## src/sv/cdq_pkg.sv

```systemverilog
package cdq_pkg;

   // Element width and default ring depth
   localparam int DATA_W        = 32;
   localparam int DEPTH_DEFAULT = 16;

   // Value reported for a missing element
   localparam logic [DATA_W-1:0] NEG_ONE = '1;

   // Request operation codes
   typedef enum logic [1:0] {
      MODE_PUSH_FRONT = 2'd0,
      MODE_PUSH_BACK  = 2'd1,
      MODE_POP_FRONT  = 2'd2,
      MODE_POP_BACK   = 2'd3
   } mode_type;

endpackage

```

## src/sv/cdq_mem.sv

```systemverilog
module cdq_mem #(
   parameter int DEPTH = cdq_pkg::DEPTH_DEFAULT,
   parameter int AW    = (DEPTH > 1) ? $clog2(DEPTH) : 1
) (
   input  logic                       clock,
   input  logic                       wr_en,
   input  logic [AW-1:0]              wr_addr,
   input  logic [cdq_pkg::DATA_W-1:0] wr_data,
   input  logic                       rd_en,
   input  logic [AW-1:0]              rd_addr,
   output logic [cdq_pkg::DATA_W-1:0] rd_data
);

   logic [cdq_pkg::DATA_W-1:0] mem_ff [DEPTH];
   logic [cdq_pkg::DATA_W-1:0] rd_data_ff;

   // Write port
   always_ff @(posedge clock) begin
      if (wr_en) begin
         mem_ff[wr_addr] <= wr_data;
      end
   end

   // Registered read port
   always_ff @(posedge clock) begin
      if (rd_en) begin
         rd_data_ff <= mem_ff[rd_addr];
      end
   end

   assign rd_data = rd_data_ff;

endmodule

```

## src/sv/circular_deque.sv

```systemverilog
// Double-ended queue of DEPTH signed 32-bit words kept in a ring memory.
// Each request pushes req_value at the front or back, or pops from either
// end, and returns one response with the popped value, the front and back
// elements after the operation, the occupancy and the empty, full and fault
// flags. A push on a full deque is dropped and a pop on an empty deque
// returns -1; both set fault and leave the contents unchanged. Front and back
// elements are held in registers next to the memory. A pop that leaves at
// least one element passes through ST_FILL, since the new end element
// comes from the registered memory read port. A new request is taken
// while the previous response is accepted in the same cycle. There is no
// clearing pass after reset.
module circular_deque #(
   parameter int DEPTH = cdq_pkg::DEPTH_DEFAULT,
   parameter int PW    = (DEPTH > 1) ? $clog2(DEPTH) : 1,
   parameter int CW    = $clog2(DEPTH + 1)
) (
   input  logic                              clock,
   input  logic                              reset,
   input  logic                              req_valid,
   output logic                              req_ready,
   input  logic [1:0]                        req_mode,
   input  logic signed [cdq_pkg::DATA_W-1:0] req_value,
   output logic                              rsp_valid,
   input  logic                              rsp_ready,
   output logic signed [cdq_pkg::DATA_W-1:0] rsp_popped_value,
   output logic signed [cdq_pkg::DATA_W-1:0] rsp_front_value,
   output logic signed [cdq_pkg::DATA_W-1:0] rsp_back_value,
   output logic [CW-1:0]                     rsp_occupancy,
   output logic                              rsp_is_empty,
   output logic                              rsp_is_full,
   output logic                              rsp_fault
);

   localparam logic [PW-1:0] PtrLast = PW'(DEPTH - 1);
   localparam logic [CW-1:0] CntFull = CW'(DEPTH);

   typedef enum logic {
      ST_IDLE,
      ST_FILL
   } state_type;

   state_type state_ff, state_in;
   logic [PW-1:0] head_ff, head_in;
   logic [PW-1:0] tail_ff, tail_in;
   logic [CW-1:0] cnt_ff, cnt_in;
   logic [cdq_pkg::DATA_W-1:0] front_ff, front_in;
   logic [cdq_pkg::DATA_W-1:0] back_ff, back_in;
   logic side_front_ff, side_front_in;

   logic rsp_valid_ff, rsp_valid_in;
   logic [cdq_pkg::DATA_W-1:0] rsp_popped_ff, rsp_popped_in;
   logic [cdq_pkg::DATA_W-1:0] rsp_front_ff, rsp_front_in;
   logic [cdq_pkg::DATA_W-1:0] rsp_back_ff, rsp_back_in;
   logic [CW-1:0] rsp_occ_ff, rsp_occ_in;
   logic rsp_fault_ff, rsp_fault_in;

   logic wr_en;
   logic [PW-1:0] wr_addr;
   logic rd_en;
   logic [PW-1:0] rd_addr;
   logic [cdq_pkg::DATA_W-1:0] rd_data;

   // Ring pointer steps, wrapping at DEPTH
   function automatic logic [PW-1:0] ptr_up(input logic [PW-1:0] p);
      return (p == PtrLast) ? '0 : p + 1'b1;
   endfunction

   function automatic logic [PW-1:0] ptr_down(input logic [PW-1:0] p);
      return (p == '0) ? PtrLast : p - 1'b1;
   endfunction

   cdq_mem #(
      .DEPTH (DEPTH),
      .AW    (PW)
   ) u_mem (
      .clock   (clock),
      .wr_en   (wr_en),
      .wr_addr (wr_addr),
      .wr_data (req_value),
      .rd_en   (rd_en),
      .rd_addr (rd_addr),
      .rd_data (rd_data)
   );

   // Take a request when idle and the response register frees up
   assign req_ready = (state_ff == ST_IDLE) && (!rsp_valid_ff || rsp_ready);

   // Operation decode and next state
   always_comb begin
      state_in      = state_ff;
      head_in       = head_ff;
      tail_in       = tail_ff;
      cnt_in        = cnt_ff;
      front_in      = front_ff;
      back_in       = back_ff;
      side_front_in = side_front_ff;
      rsp_valid_in  = rsp_valid_ff && !rsp_ready;
      rsp_popped_in = rsp_popped_ff;
      rsp_front_in  = rsp_front_ff;
      rsp_back_in   = rsp_back_ff;
      rsp_occ_in    = rsp_occ_ff;
      rsp_fault_in  = rsp_fault_ff;
      wr_en         = 1'b0;
      wr_addr       = '0;
      rd_en         = 1'b0;
      rd_addr       = '0;

      case (state_ff)
         ST_IDLE: begin
            if (req_valid && req_ready) begin
               rsp_popped_in = cdq_pkg::NEG_ONE;
               rsp_fault_in  = 1'b0;
               rsp_valid_in  = 1'b1;
               case (cdq_pkg::mode_type'(req_mode))
                  cdq_pkg::MODE_PUSH_FRONT, cdq_pkg::MODE_PUSH_BACK: begin
                     if (cnt_ff == CntFull) begin
                        rsp_fault_in = 1'b1;
                     end else if (cnt_ff == '0) begin
                        // first element lands in slot zero
                        head_in  = '0;
                        tail_in  = '0;
                        wr_en    = 1'b1;
                        wr_addr  = '0;
                        front_in = req_value;
                        back_in  = req_value;
                        cnt_in   = cnt_ff + 1'b1;
                     end else if (req_mode == cdq_pkg::MODE_PUSH_FRONT) begin
                        head_in  = ptr_down(head_ff);
                        wr_en    = 1'b1;
                        wr_addr  = ptr_down(head_ff);
                        front_in = req_value;
                        cnt_in   = cnt_ff + 1'b1;
                     end else begin
                        tail_in  = ptr_up(tail_ff);
                        wr_en    = 1'b1;
                        wr_addr  = ptr_up(tail_ff);
                        back_in  = req_value;
                        cnt_in   = cnt_ff + 1'b1;
                     end
                  end
                  cdq_pkg::MODE_POP_FRONT, cdq_pkg::MODE_POP_BACK: begin
                     if (cnt_ff == '0) begin
                        rsp_fault_in = 1'b1;
                     end else begin
                        cnt_in = cnt_ff - 1'b1;
                        if (req_mode == cdq_pkg::MODE_POP_FRONT) begin
                           rsp_popped_in = front_ff;
                        end else begin
                           rsp_popped_in = back_ff;
                        end
                        if (cnt_ff == CW'(1)) begin
                           // deque drains: pointers go home
                           head_in = '0;
                           tail_in = '0;
                        end else if (req_mode == cdq_pkg::MODE_POP_FRONT) begin
                           head_in       = ptr_up(head_ff);
                           rd_en         = 1'b1;
                           rd_addr       = ptr_up(head_ff);
                           side_front_in = 1'b1;
                           rsp_valid_in  = 1'b0;
                           state_in      = ST_FILL;
                        end else begin
                           tail_in       = ptr_down(tail_ff);
                           rd_en         = 1'b1;
                           rd_addr       = ptr_down(tail_ff);
                           side_front_in = 1'b0;
                           rsp_valid_in  = 1'b0;
                           state_in      = ST_FILL;
                        end
                     end
                  end
                  default: begin
                     rsp_fault_in = 1'b0;
                  end
               endcase
               rsp_occ_in   = cnt_in;
               rsp_front_in = (cnt_in == '0) ? cdq_pkg::NEG_ONE : front_in;
               rsp_back_in  = (cnt_in == '0) ? cdq_pkg::NEG_ONE : back_in;
            end
         end
         ST_FILL: begin
            // new end element arrives from memory
            if (side_front_ff) begin
               front_in = rd_data;
            end else begin
               back_in = rd_data;
            end
            rsp_front_in = front_in;
            rsp_back_in  = back_in;
            rsp_valid_in = 1'b1;
            state_in     = ST_IDLE;
         end
         default: begin
            state_in = ST_IDLE;
         end
      endcase
   end

   // State and response registers
   always_ff @(posedge clock) begin
      if (reset) begin
         state_ff     <= ST_IDLE;
         head_ff      <= '0;
         tail_ff      <= '0;
         cnt_ff       <= '0;
         rsp_valid_ff <= 1'b0;
      end else begin
         state_ff     <= state_in;
         head_ff      <= head_in;
         tail_ff      <= tail_in;
         cnt_ff       <= cnt_in;
         rsp_valid_ff <= rsp_valid_in;
      end
      front_ff      <= front_in;
      back_ff       <= back_in;
      side_front_ff <= side_front_in;
      rsp_popped_ff <= rsp_popped_in;
      rsp_front_ff  <= rsp_front_in;
      rsp_back_ff   <= rsp_back_in;
      rsp_occ_ff    <= rsp_occ_in;
      rsp_fault_ff  <= rsp_fault_in;
   end

   assign rsp_valid        = rsp_valid_ff;
   assign rsp_popped_value = rsp_popped_ff;
   assign rsp_front_value  = rsp_front_ff;
   assign rsp_back_value   = rsp_back_ff;
   assign rsp_occupancy    = rsp_occ_ff;
   assign rsp_is_empty     = (rsp_occ_ff == '0);
   assign rsp_is_full      = (rsp_occ_ff == CntFull);
   assign rsp_fault        = rsp_fault_ff;

endmodule
```

## config.mk

```make
export PLATFORM = sky130hd
export DESIGN_NAME = circular_deque
export DESIGN_NICKNAME = d
export VERILOG_FILES = /design/src/sv/cdq_pkg.sv /design/src/sv/cdq_mem.sv /design/src/sv/circular_deque.sv
export SDC_FILE = /design/constraint.sdc
export NUM_CORES = 1
export LEC_CHECK = 0
export BUFFER_PORTS_ARGS = -buffer_cell sky130_fd_sc_hd__buf_2
export CAP_MARGIN = 20
export CORE_ASPECT_RATIO = 0.6
export CORE_MARGIN = 2
export CORE_UTILIZATION = 50
export DETAILED_ROUTE_END_ITERATION = 8
export GPL_ROUTABILITY_DRIVEN = 1
export GPL_TIMING_DRIVEN = 0
export MAX_ROUTING_LAYER = met4
export PLACE_DENSITY = 0.74
export RECOVER_POWER = 100
export SLEW_MARGIN = 20
export SYNTH_ARGS = -nofsm -noshare
export SYNTH_HDL_FRONTEND = slang
export SYNTH_SLANG_ARGS = --single-unit
```

## constraint.sdc

```tcl
create_clock -name clock -period 5.1 [get_ports clock]
set_input_delay 0.765 -clock clock [delete_from_list [all_inputs] [get_ports clock]]
set_output_delay 0.765 -clock clock [all_outputs]
set_load 0.1 [all_outputs]
```

# After elaboration in Yosys (flattened, before gate mapping)
# Memory sizes are Yosys's and may differ from the RTL's. A register that Yosys moved wholly into a read port is not among the register bits.
# Index checks and enable logic that the tools add are counted.
word_totals:
  regBits: 182
  latch_bits: 0
  mem_bits_rw: 512
  romBits: 0
  input_bits: 38
  output_inout_bits: 106
  elab_cells: 135
  memories: 1
memory_table:
  columns: ["memory", "words", "width", "rd", "rd_ports_with_merged_regs", "write_ports", "line", "source"]
  rows:
  - ["u_mem.mem_ff", 16, 32, 1, 1, 1, "cdq_mem.sv:14", "logic [cdq_pkg::DATA_W-1:0] mem_ff [DEPTH];"]
classes:
  addsub: 6
  multipliers: 0
  div: 0
  magnitude_cmp: 0
  eq_ne: 15
  shifts: 0
  n_mux: 77
  bitwise_logic: 4
  reduce_logical: 19
op_table:
  columns: ["operator", "count"]
  rows:
  - ["two-way mux 32 bit", 17]
  - ["one-hot mux 32 bit (2 select lines)", 4]
  - ["two-way mux 4 bit", 28]
  - ["two-way mux 5 bit", 4]
  - ["two-way mux 1 bit", 18]
  - ["one-hot mux 4 bit (2 select lines)", 2]
  - ["zero test 5 bit", 3]
  - ["!= test 3 bit (second input constant)", 4]
  - ["AND reduction 6 bit", 2]
  - ["equality test 5 bit (second input constant)", 2]
  - ["one-hot mux 5 bit (2 select lines)", 1]
  - ["adder 4 x 1 -> 4 bit (second input constant)", 2]
  - ["equality test 4 bit (second input constant)", 2]
  - ["zero test 4 bit", 2]
  - ["subtractor 4 x 1 -> 4 bit (second input constant)", 2]
  - ["one-hot mux 1 bit (2 select lines)", 3]
  - ["OR reduction 2 bit", 3]
  - ["adder 5 x 1 -> 5 bit (second input constant)", 1]
  - ["equality test 5 x 1 -> 1 bit (second input constant)", 1]
  - ["AND reduction 5 bit", 1]
  - ["subtractor 5 x 1 -> 5 bit (second input constant)", 1]
  - ["equality test 2 bit (second input constant)", 2]
  - ["!= test 2 bit (second input constant)", 2]
  - ["inverter 1 bit", 4]
  - ["7 further kinds", 10]

# Depth between registers and ports, before layout
# Gate-level depths: netlist of run 1.
logic_depth:
  word_depth: 10
  depth_mapped: 12
  depth_no_buf: 8

# Hierarchy
# Synthesis of run 1 repeated with hierarchy kept, for this count alone.
hier_totals:
  hier_cells: 1635
  hier_area_um2: 29676.0
by_module_without_submodules:
  columns: ["module", "instances", "cells_each", "area_each_um2", "seq_area_each_um2"]
  rows:
  - ["cdq_mem", 1, 838, 20155.6, 16335.7]
  - ["circular_deque", 1, 797, 9520.4, 5315.1]

# Worst setup path after synthesis of run 1
# Ideal clock, no wire load.
synth_path:
  kind: "flip-flop to flip-flop"
  start: "reg state_ff"
  end: "reg back_ff[0] (netlist name), enable pin"
  setup_time_ns: 0.510
  arrival_ns: 4.438
  required_ns: 4.590
  slack_ns: 0.152
  stages_incl_launch_ff: 5
  n_path_buf: 3
  synth_period_minus_slack_ns: 4.948
  cell_sequence: "dfxtp_1 -> clkbuf_1 -> clkbuf_1 -> buf_1 -> nand2b_1"
synth_between:
  elab_chain_len: 4
synth_rtl:
  columns: ["element", "line", "source"]
  rows:
  - ["start: declaration", "circular_deque.sv:42", "state_type state_ff, state_in;"]
  - ["start signal: assignment", "circular_deque.sv:208", "state_ff <= state_in;"]
  - ["inverter 1 bit (no source line) (*)", null, null]
  - ["logical AND 1 bit", "circular_deque.sv:86", "assign req_ready = (state_ff == ST_IDLE) && (!rsp_valid_ff || rsp_ready);"]
  - ["logical AND 1 bit", "circular_deque.sv:110", "if (req_valid && req_ready) begin"]
  - ["!= test 2 x 1 -> 1 bit (no source line) (*)", null, null]
  - ["end signal: assignment", "circular_deque.sv:215", "back_ff <= back_in;"]
  - ["end: declaration", "circular_deque.sv:47", "logic [cdq_pkg::DATA_W-1:0] back_ff, back_in;"]
# Every way passes the cells marked *; elsewhere a longest branch is shown, timed or not.
# A chain may end at the register's enable or synchronous reset.

# Final worst setup path of run 1
layout_path:
  start: "reg state_ff"
  end: "out req_ready"
layout_between:
  elab_chain_len: 2
layout_rtl:
  columns: ["element", "line", "source"]
  rows:
  - ["inverter 1 bit (no source line)", null, null]
  - ["logical AND 1 bit", "circular_deque.sv:86", null]
  - ["end: declaration", "circular_deque.sv:20", "output logic req_ready,"]
# No other way between the ends.

==> out/qor.csv, run 1 <==
stage,metric,value,unit
clock_tree,CTS Buffer Depth,3,
clock_tree,CTS resizes,0,
clock_tree,clk root buf,clkbuf_16,
die,height of the die,195,um
power_and_ir_drop,P_leak,0.0115,uW
grt,GRT Residual Overflow,0,
layout,final std cells w/o fill,2951,
timing,clock skew,0.0169,ns
clock_tree,CTS Buf Count,66,
critical_path,worst stage delay on the critical path,1.07,ns
clock_tree,TritonCTS clock tree,yes,
synthesis,mapped cell area,30400,um2
grt,largest net degree at the start of global routing,55,
detailed_routing,Via density,6.31,
die,number of core rows,69,
critical_path,"delay-heaviest family, CP",buffers and inverters,
detailed_routing,DRT Wirelength,80400,um
placement,detailed placement HPWL,54200,um
detailed_routing,wire per inst,27.2,um
grt,vias in the first global route,18400,
placement,Cells after DPL,2833,
synthesis,asr flop ratio synth,0,%
power_and_ir_drop,total power,16700,uW
status,run status,"complete, but fails checks",
synthesis,synthesized flop and latch total,726,
die,die area,62800,um2
layout,Final nets,2131,
critical_path,worst path cell trace,clkbuf_1 -> clkbuf_1 -> clkbuf_1 -> nor2_1 -> clkbuf_2,
synthesis,Main synth FF type,edfxtp_1,
layout,fin util,57.9,%
critical_path,"most used cell, CP",clkbuf_1,
die,die width,322,um
detailed_routing,Vias,18600,
timing,f_max,217,MHz
critical_path,CP required,4.34,ns
layout,area grow syn2layout,13.7,%
placement,GPL Wtd Cong,0.874,
clock_tree,Clock Sinks,726,
grt,first-pass GRT wire length,118000,um
synthesis,unique cell type count in the Yosys netlist,75,
synthesis,Cells after Synth,1845,
critical_path,critical path class,reg2out,
critical_path,Startpoint Class,register,
timing,minimum clock period after layout,4.62,ns
min_path,worst hold path class,in2reg,
grt,total track usage,26.3,%
detailed_routing,DRC violations left,0,
power_and_ir_drop,Peak VDD IR,0.000273,V
synthesis,Area contributors post-synth,"edfxtp_1 (70%), mux2i_1 (12%), a2bb2oi_1 (2.7%)",
layout,Fillers,4476,
placement,Post-Place Worst Slack,1.03,ns
synthesis,YS warnings,0,
detailed_routing,antenna-violating nets left,0,
timing,worst hold slack,0.447,ns
clock_tree,CTS H-tree lvls,3,
placement,PortBufs,142,
timing,RSZ-0062 raised after global routing,false,
synthesis,share of the synthesized area in the top cell type,70.3,%
power_and_ir_drop,Pwr Density,484,nW/um2
clock_tree,clock slew at reported path FFs,0.07,ns
synthesis,Mean Syn Cell Area,16.5,um2
timing,worst slew pin tran,2.23,ns
clock_tree,Setup Buffers After CTS,0,
synthesis,Post-synth EDFFs,711,
critical_path,buffer and inverter count on the worst path,4,
flow_run,MaxCap Viol Count,10,
synthesis,sequential share of the synthesized area,71.3,%
detailed_routing,Iter 0 DRT Violations,2502,
die,Initial Util,50.9,%
detailed_routing,drt pass-1 iters,7,
timing,normalized max-slew margin,-49.2,%
die,# IOs,144,
status,failing checks,"capacitance limit, slew limit",
critical_path,Critical-path top delay cell,clkbuf_1,
timing,Max Slew Vio Count,130,
critical_path,Critical Path End Type,output pin,
grt,antenna violations before repair,0,
timing,final setup margin,0.482,ns
synthesis,biggest area consumer among synthesized cells,edfxtp_1,
clock_tree,worst skew pair latency,0.61,ns
timing,final setup fails,0,
layout,fraction of layout cells with a size suffix above 1,8.72,%
die,Core Area,59700,um2
timing,Final Cycle Share,90.5,%
critical_path,crit path DAT,3.85,ns
timing,Final Hold Vio Count,0,
critical_path,crit-path max FO,10,
synthesis,syn_nets,1891,
clock_tree,CTS Hold Bufs,0,
## registers in the layout, indices dropped and copies added, names as in the netlist, 5 cells and up
signal,count
u_mem.mem_ff,512
back_ff,32
rsp_occupancy,5
front_ff,32
rsp_back_value,32
rsp_popped_value,32
cnt_ff,5
u_mem.rd_data,32
rsp_front_value,32
## cell type report
class | instances | area, um2 | area share, %
Multi-Input combinational cell | 973 | 8020 | 23.2
Buffer | 129 | 604 | 1.75
Clock inverter | 30 | 240 | 0.695
Clock buffer | 87 | 1840 | 5.32
Timing Repair Buffer | 172 | 1110 | 3.21
Sequential cell | 726 | 21700 | 62.7
Inverter | 17 | 65.1 | 0.188
Tap cell | 816 | 1020 | 2.96
Antenna cell | 1 | 2.50 | 0.00724
## placed cells by master, fill, tap and decap left out, drive strengths merged, types with 3 or more instances in the layout
| master | synthesis | routed |
|---|---|---|
| a2111oi | 32 | 32 |
| a211oi | 8 | 8 |
| a21oi | 44 | 44 |
| a22oi | 5 | 5 |
| a2bb2oi | 93 | 93 |
| a311oi | 3 | 3 |
| a32oi | 31 | 31 |
| a41oi | 31 | 31 |
| buf | 63 | 75 |
| bufinv | 0 | 3 |
| clkbuf | 66 | 313 |
| clkinv | 1 | 20 |
| clkinvlp | 0 | 7 |
| dfxtp | 15 | 15 |
| edfxtp | 711 | 711 |
| ha | 8 | 8 |
| inv | 16 | 17 |
| mux2 | 3 | 3 |
| mux2i | 357 | 357 |
| nand2 | 47 | 47 |
| nand2b | 75 | 75 |
| nand3 | 11 | 11 |
| nor2 | 50 | 50 |
| nor2b | 6 | 6 |
| nor3 | 8 | 8 |
| nor3b | 3 | 3 |
| o2111ai | 33 | 33 |
| o211ai | 60 | 60 |
| o21a | 3 | 3 |
| o21ai | 6 | 6 |
| o31ai | 4 | 4 |
| or2 | 5 | 5 |
| or4 | 3 | 3 |
| xnor2 | 4 | 4 |
## layer usage
layer	part of all wire, %	track usage (%)	up-vias
li1	-	-	7958
met1	43	37.8	9423
met2	43	36.8	1080
met3	11	6.65	156
met4	2.9	8.38	0
met5	0	-	-
## metrics by stage
step | instance area [um2] | setup TNS, ns
5_1_grt | 34500 | 0
3_3_place_gp | 32100 | -646.81
2_1_floorplan | 30400 | 0
3_5_place_dp | 33000 | 0
4_1_cts | 35000 | 0
6_report | 34500 | 0
## where the power goes
group	total, uW	leakage, uW	switching, uW	internal [uW]
clock network	4870	0.000999	2170	2700
registers	7430	0.00659	209	7220
logic	4410	0.00396	3360	1050
## cell usage after synthesis (16+ instances only)
cell type	number
a2111oi_1	29
a21oi_1	43
a2bb2oi_1	93
a32oi_1	31
a41oi_1	31
buf_2	41
clkbuf_1	64
edfxtp_1	711
inv_1	16
mux2i_1	357
nand2_1	47
nand2b_1	75
nor2_1	49
o2111ai_1	32
o211ai_1	60
## cells by family (layout without fill, tap and decap cells)
group | count (synthesis) | count (layout) | synth area share [%]
xor gates and xnor gates | 6 | 6 | 0.173
AOI/OAI and AO/OA | 372 | 372 | 9.92
other | 0 | 1 | 0
buffers and inverters | 146 | 435 | 2.28
adders and majority gates | 8 | 8 | 0.330
and+or+nand+nor | 227 | 227 | 4.13
DFF | 726 | 726 | 71.3
muxes | 360 | 360 | 11.9
## worst register-to-register path, delay by kind of cell (launching register included)
family / cells / cell delay (ns)
flops: 1 / 0.36
compound gates: 4 / 1.69
simple gates: 2 / 0.75
buf+inv: 4 / 1.34
fa+ha+maj: 1 / 0.28
## worst paths after layout
kind / startpoint / endpoint / slack [ns] / cells after the start
worst max-delay path: state_ff$_SDFF_PP0_ / req_ready / 0.48 / 5
worst min-delay path: req_valid / rsp_valid$_SDFF_PP0_ / 0.45 / 3
worst max register to register: cnt_ff[0]$_SDFFE_PP0P_ / u_mem.rd_data[17]$_DFFE_PP_ / 0.51 / 11
worst min register to register: u_mem.mem_ff[6][2]$_DFFE_PP_ / u_mem.rd_data[2]$_DFFE_PP_ / 0.58 / 2
Power figures use the tool's default switching activity.
==> inputs of run 2 (changes only) <==
- ABC_AREA: not set -> 1
- PLACE_DENSITY: 0.74 -> 0.73
==> out/qor.csv, run 2 <==
stage,metric,value,unit
timing,Max Slew Vio Count,222,
clock_tree,CTS Buffer Depth,3,
timing,final setup fails,0,
synthesis,syn_nets,3260,
grt,total track usage,28.2,%
clock_tree,CTS resizes,0,
placement,Cells after DPL,4229,
synthesis,mux cell area share after synthesis,0,%
placement,Post-Place Worst Slack,1.25,ns
timing,final setup margin,0.835,ns
placement,GPL Wtd Cong,0.964,
placement,detailed placement HPWL,65500,um
synthesis,Synth Area in Compound Gates,6.81,%
critical_path,Critical Path End Type,register,
status,failing checks,"capacitance limit, slew limit",
detailed_routing,DRC violations left,0,
placement,PortBufs,141,
clock_tree,Setup Buffers After CTS,0,
timing,worst slew pin tran,2.37,ns
die,die width,334,um
detailed_routing,wire per inst,21.4,um
synthesis,Simple-Gate Fraction of Synth Area,16.1,%
die,die area,67600,um2
synthesis,Main synth FF type,edfxtp_1,
die,number of core rows,72,
power_and_ir_drop,clock share of power,31.3,%
synthesis,Cells after Synth,3214,
power_and_ir_drop,Reg power frac,46.6,%
synthesis,YS warnings,0,
power_and_ir_drop,Peak VDD IR,0.000308,V
layout,"Most flops, register",u_mem.mem_ff,
grt,largest net degree at the start of global routing,92,
layout,Final nets,3488,
critical_path,Startpoint Class,register,
clock_tree,Clock Sinks,726,
die,# IOs,144,
clock_tree,CTS Hold Bufs,0,
synthesis,Mean Syn Cell Area,10.2,um2
synthesis,asr flop ratio synth,0,%
power_and_ir_drop,Pwr Density,420,nW/um2
critical_path,Critical-path top delay cell,clkbuf_1,
layout,Final Instance Area,36700,um2
die,height of the die,202,um
synthesis,unique cell type count in the Yosys netlist,33,
timing,worst hold slack,0.420,ns
detailed_routing,Iter 0 DRT Violations,3820,
synthesis,synthesized flop and latch total,726,
timing,Final Hold Vio Count,0,
placement,placed instance area,35100,um2
clock_tree,clk root buf,clkbuf_16,
synthesis,largest family of logic cells by synthesized area,simple AND/OR/NAND/NOR gates,
layout,"commonest non-fill, non-tap cell in the layout",edfxtp_1,
clock_tree,CTS Buf Count,61,
critical_path,worst path cell trace,inv_1 -> ha_1 -> nand3_1 -> nand2_1 -> nor2_4 -> clkbuf_1 -> clkbuf_1 -> nand3_1 -> nand3_1 -> nand3_1 -> nand3_1 -> nand2_1,
grt,first-pass GRT wire length,138000,um
die,Initial Util,50.7,%
grt,GRT Residual Overflow,0,
timing,normalized max-slew margin,-58.5,%
power_and_ir_drop,net switching power,5120,uW
critical_path,crit-path max FO,10,
detailed_routing,Vias,24300,
min_path,worst hold path class,in2reg,
status,run status,"complete, but fails checks",
critical_path,crit path DAT,4.62,ns
synthesis,Post-Synth Adder-Cell Area,0.306,%
synthesis,biggest area consumer among synthesized cells,edfxtp_1,
layout,fraction of layout cells with a size suffix above 1,6.21,%
detailed_routing,drt pass-1 iters,7,
critical_path,"most used cell, CP",nand3_1,
timing,Final Cycle Share,83.6,%
synthesis,share of the synthesized area in the top cell type,65.2,%
timing,minimum clock period after layout,4.27,ns
flow_run,MaxCap Viol Count,15,
synthesis,Area contributors post-synth,"edfxtp_1 (65%), inv_1 (7.7%), nand2_1 (6.9%)",
critical_path,critical path class,reg2reg,
grt,vias in the first global route,22600,
synthesis,Post-synth EDFFs,711,
power_and_ir_drop,P_leak,0.0152,uW
power_and_ir_drop,P_int,10300,uW
power_and_ir_drop,Net Sw Frac,33.2,%
critical_path,worst stage delay on the critical path,0.87,ns
synthesis,sequential share of the synthesized area,66.1,%
timing,Setup Total Neg Slack,0,ns
layout,"commonest cells after routing, fill and taps aside","edfxtp_1 (711), inv_1 (674), nand2_1 (602)",
grt,antenna violations before repair,1,
clock_tree,clock slew at reported path FFs,0.08,ns
layout,final std cells w/o fill,4345,
layout,number of flip-flops in the largest register,512,
detailed_routing,antenna-violating nets left,0,
power_and_ir_drop,Logic pwr share,22.2,%
detailed_routing,Via density,5.60,
synthesis,Post-synth top cells,"edfxtp_1 (711), inv_1 (673), nand2_1 (599)",
timing,RSZ-0062 raised after global routing,false,
timing,clock skew,0.0263,ns
clock_tree,worst skew pair latency,0.65,ns
die,Core Area,64600,um2
critical_path,CP required,5.46,ns
clock_tree,TritonCTS clock tree,yes,
layout,area grow syn2layout,12.1,%
synthesis,mapped cell area,32700,um2
detailed_routing,DRT Wirelength,93100,um
synthesis,XOR/XNOR share of the synthesized area,0.268,%
clock_tree,CTS H-tree lvls,2,
layout,Fillers,5352,
timing,f_max,234,MHz
synthesis,top-count cell post-synth,edfxtp_1,
==> run 2: power groups by stage <==
stage / clock [uW] / sequential [uW] / combinational, uW
5_1_grt: 5060 / 7210 / 3610
6_report: 4820 / 7180 / 3420
3_5_place_dp: 0 / 7290 / 3400
3_3_place_gp: 0 / 7310 / 3310
4_1_cts: 4820 / 7170 / 3420
2_1_floorplan: 0 / 8310 / 1400
==> run 2: path summary, 6_finish.rpt <==
path	startpoint	to	slack, ns	depth (start not counted)
max	cnt_ff[0]$_SDFFE_PP0P_	u_mem.rd_data[30]$_DFFE_PP_	0.83	12
min	req_valid	rsp_valid$_SDFF_PP0_	0.42	3
max reg2reg	cnt_ff[0]$_SDFFE_PP0P_	u_mem.rd_data[30]$_DFFE_PP_	0.83	12
min reg2reg	cnt_ff[1]$_SDFFE_PP0P_	cnt_ff[1]$_SDFFE_PP0P_	0.51	2
==> run 2: metal layers <==
| layer | GRT usage (%) | share of wire [%] | wire, um | vias to the layer above |
|---|---|---|---|---|
| met5 | - | 0 | 0 | - |
| met4 | 6.52 | 2.3 | 2160 | 0 |
| met3 | 7.94 | 15 | 14400 | 178 |
| met2 | 38.2 | 40 | 37500 | 1666 |
| met1 | 41.9 | 42 | 39200 | 11500 |
| li1 | - | - | - | 11000 |
==> run 2: through the flow <==
step                      total power, uW  util [%]
after global routing                15900      56.8
after detailed placement            10700      54.4
final                               15400      56.8
after global placement              10600      53.4
after CTS                           15400      57.5
after floorplan                      9710         -
==> run 2: cell type report <==
| cell class | count | area, um2 | share of cell area [%] |
|---|---|---|---|
| flip-flops and latches | 726 | 21700 | 59.0 |
| multi-input cells | 1633 | 7650 | 20.8 |
| inverters | 681 | 2560 | 6.97 |
| clock buffers | 71 | 1610 | 4.38 |
| well taps | 851 | 1060 | 2.90 |
| repair buffers | 165 | 968 | 2.64 |
| plain buffers | 174 | 816 | 2.22 |
| clock inverters | 43 | 395 | 1.08 |
| diodes | 1 | 2.50 | 0.00682 |
==> run 2: logic make-up after synthesis <==
| family | after synthesis |
|---|---|
| xor+xnor | 10 |
| simple gates | 1241 |
| buf+inv | 855 |
| compound gates | 374 |
| fa+ha+maj | 8 |
| flops | 726 |
==> run 2: worst max-delay path: cells and delay by family (launching register included) <==
family,cells,cell delay (ns)
simple gates,8,1.66
buf+inv,3,1.61
flops,1,0.45
fa+ha+maj,1,0.24
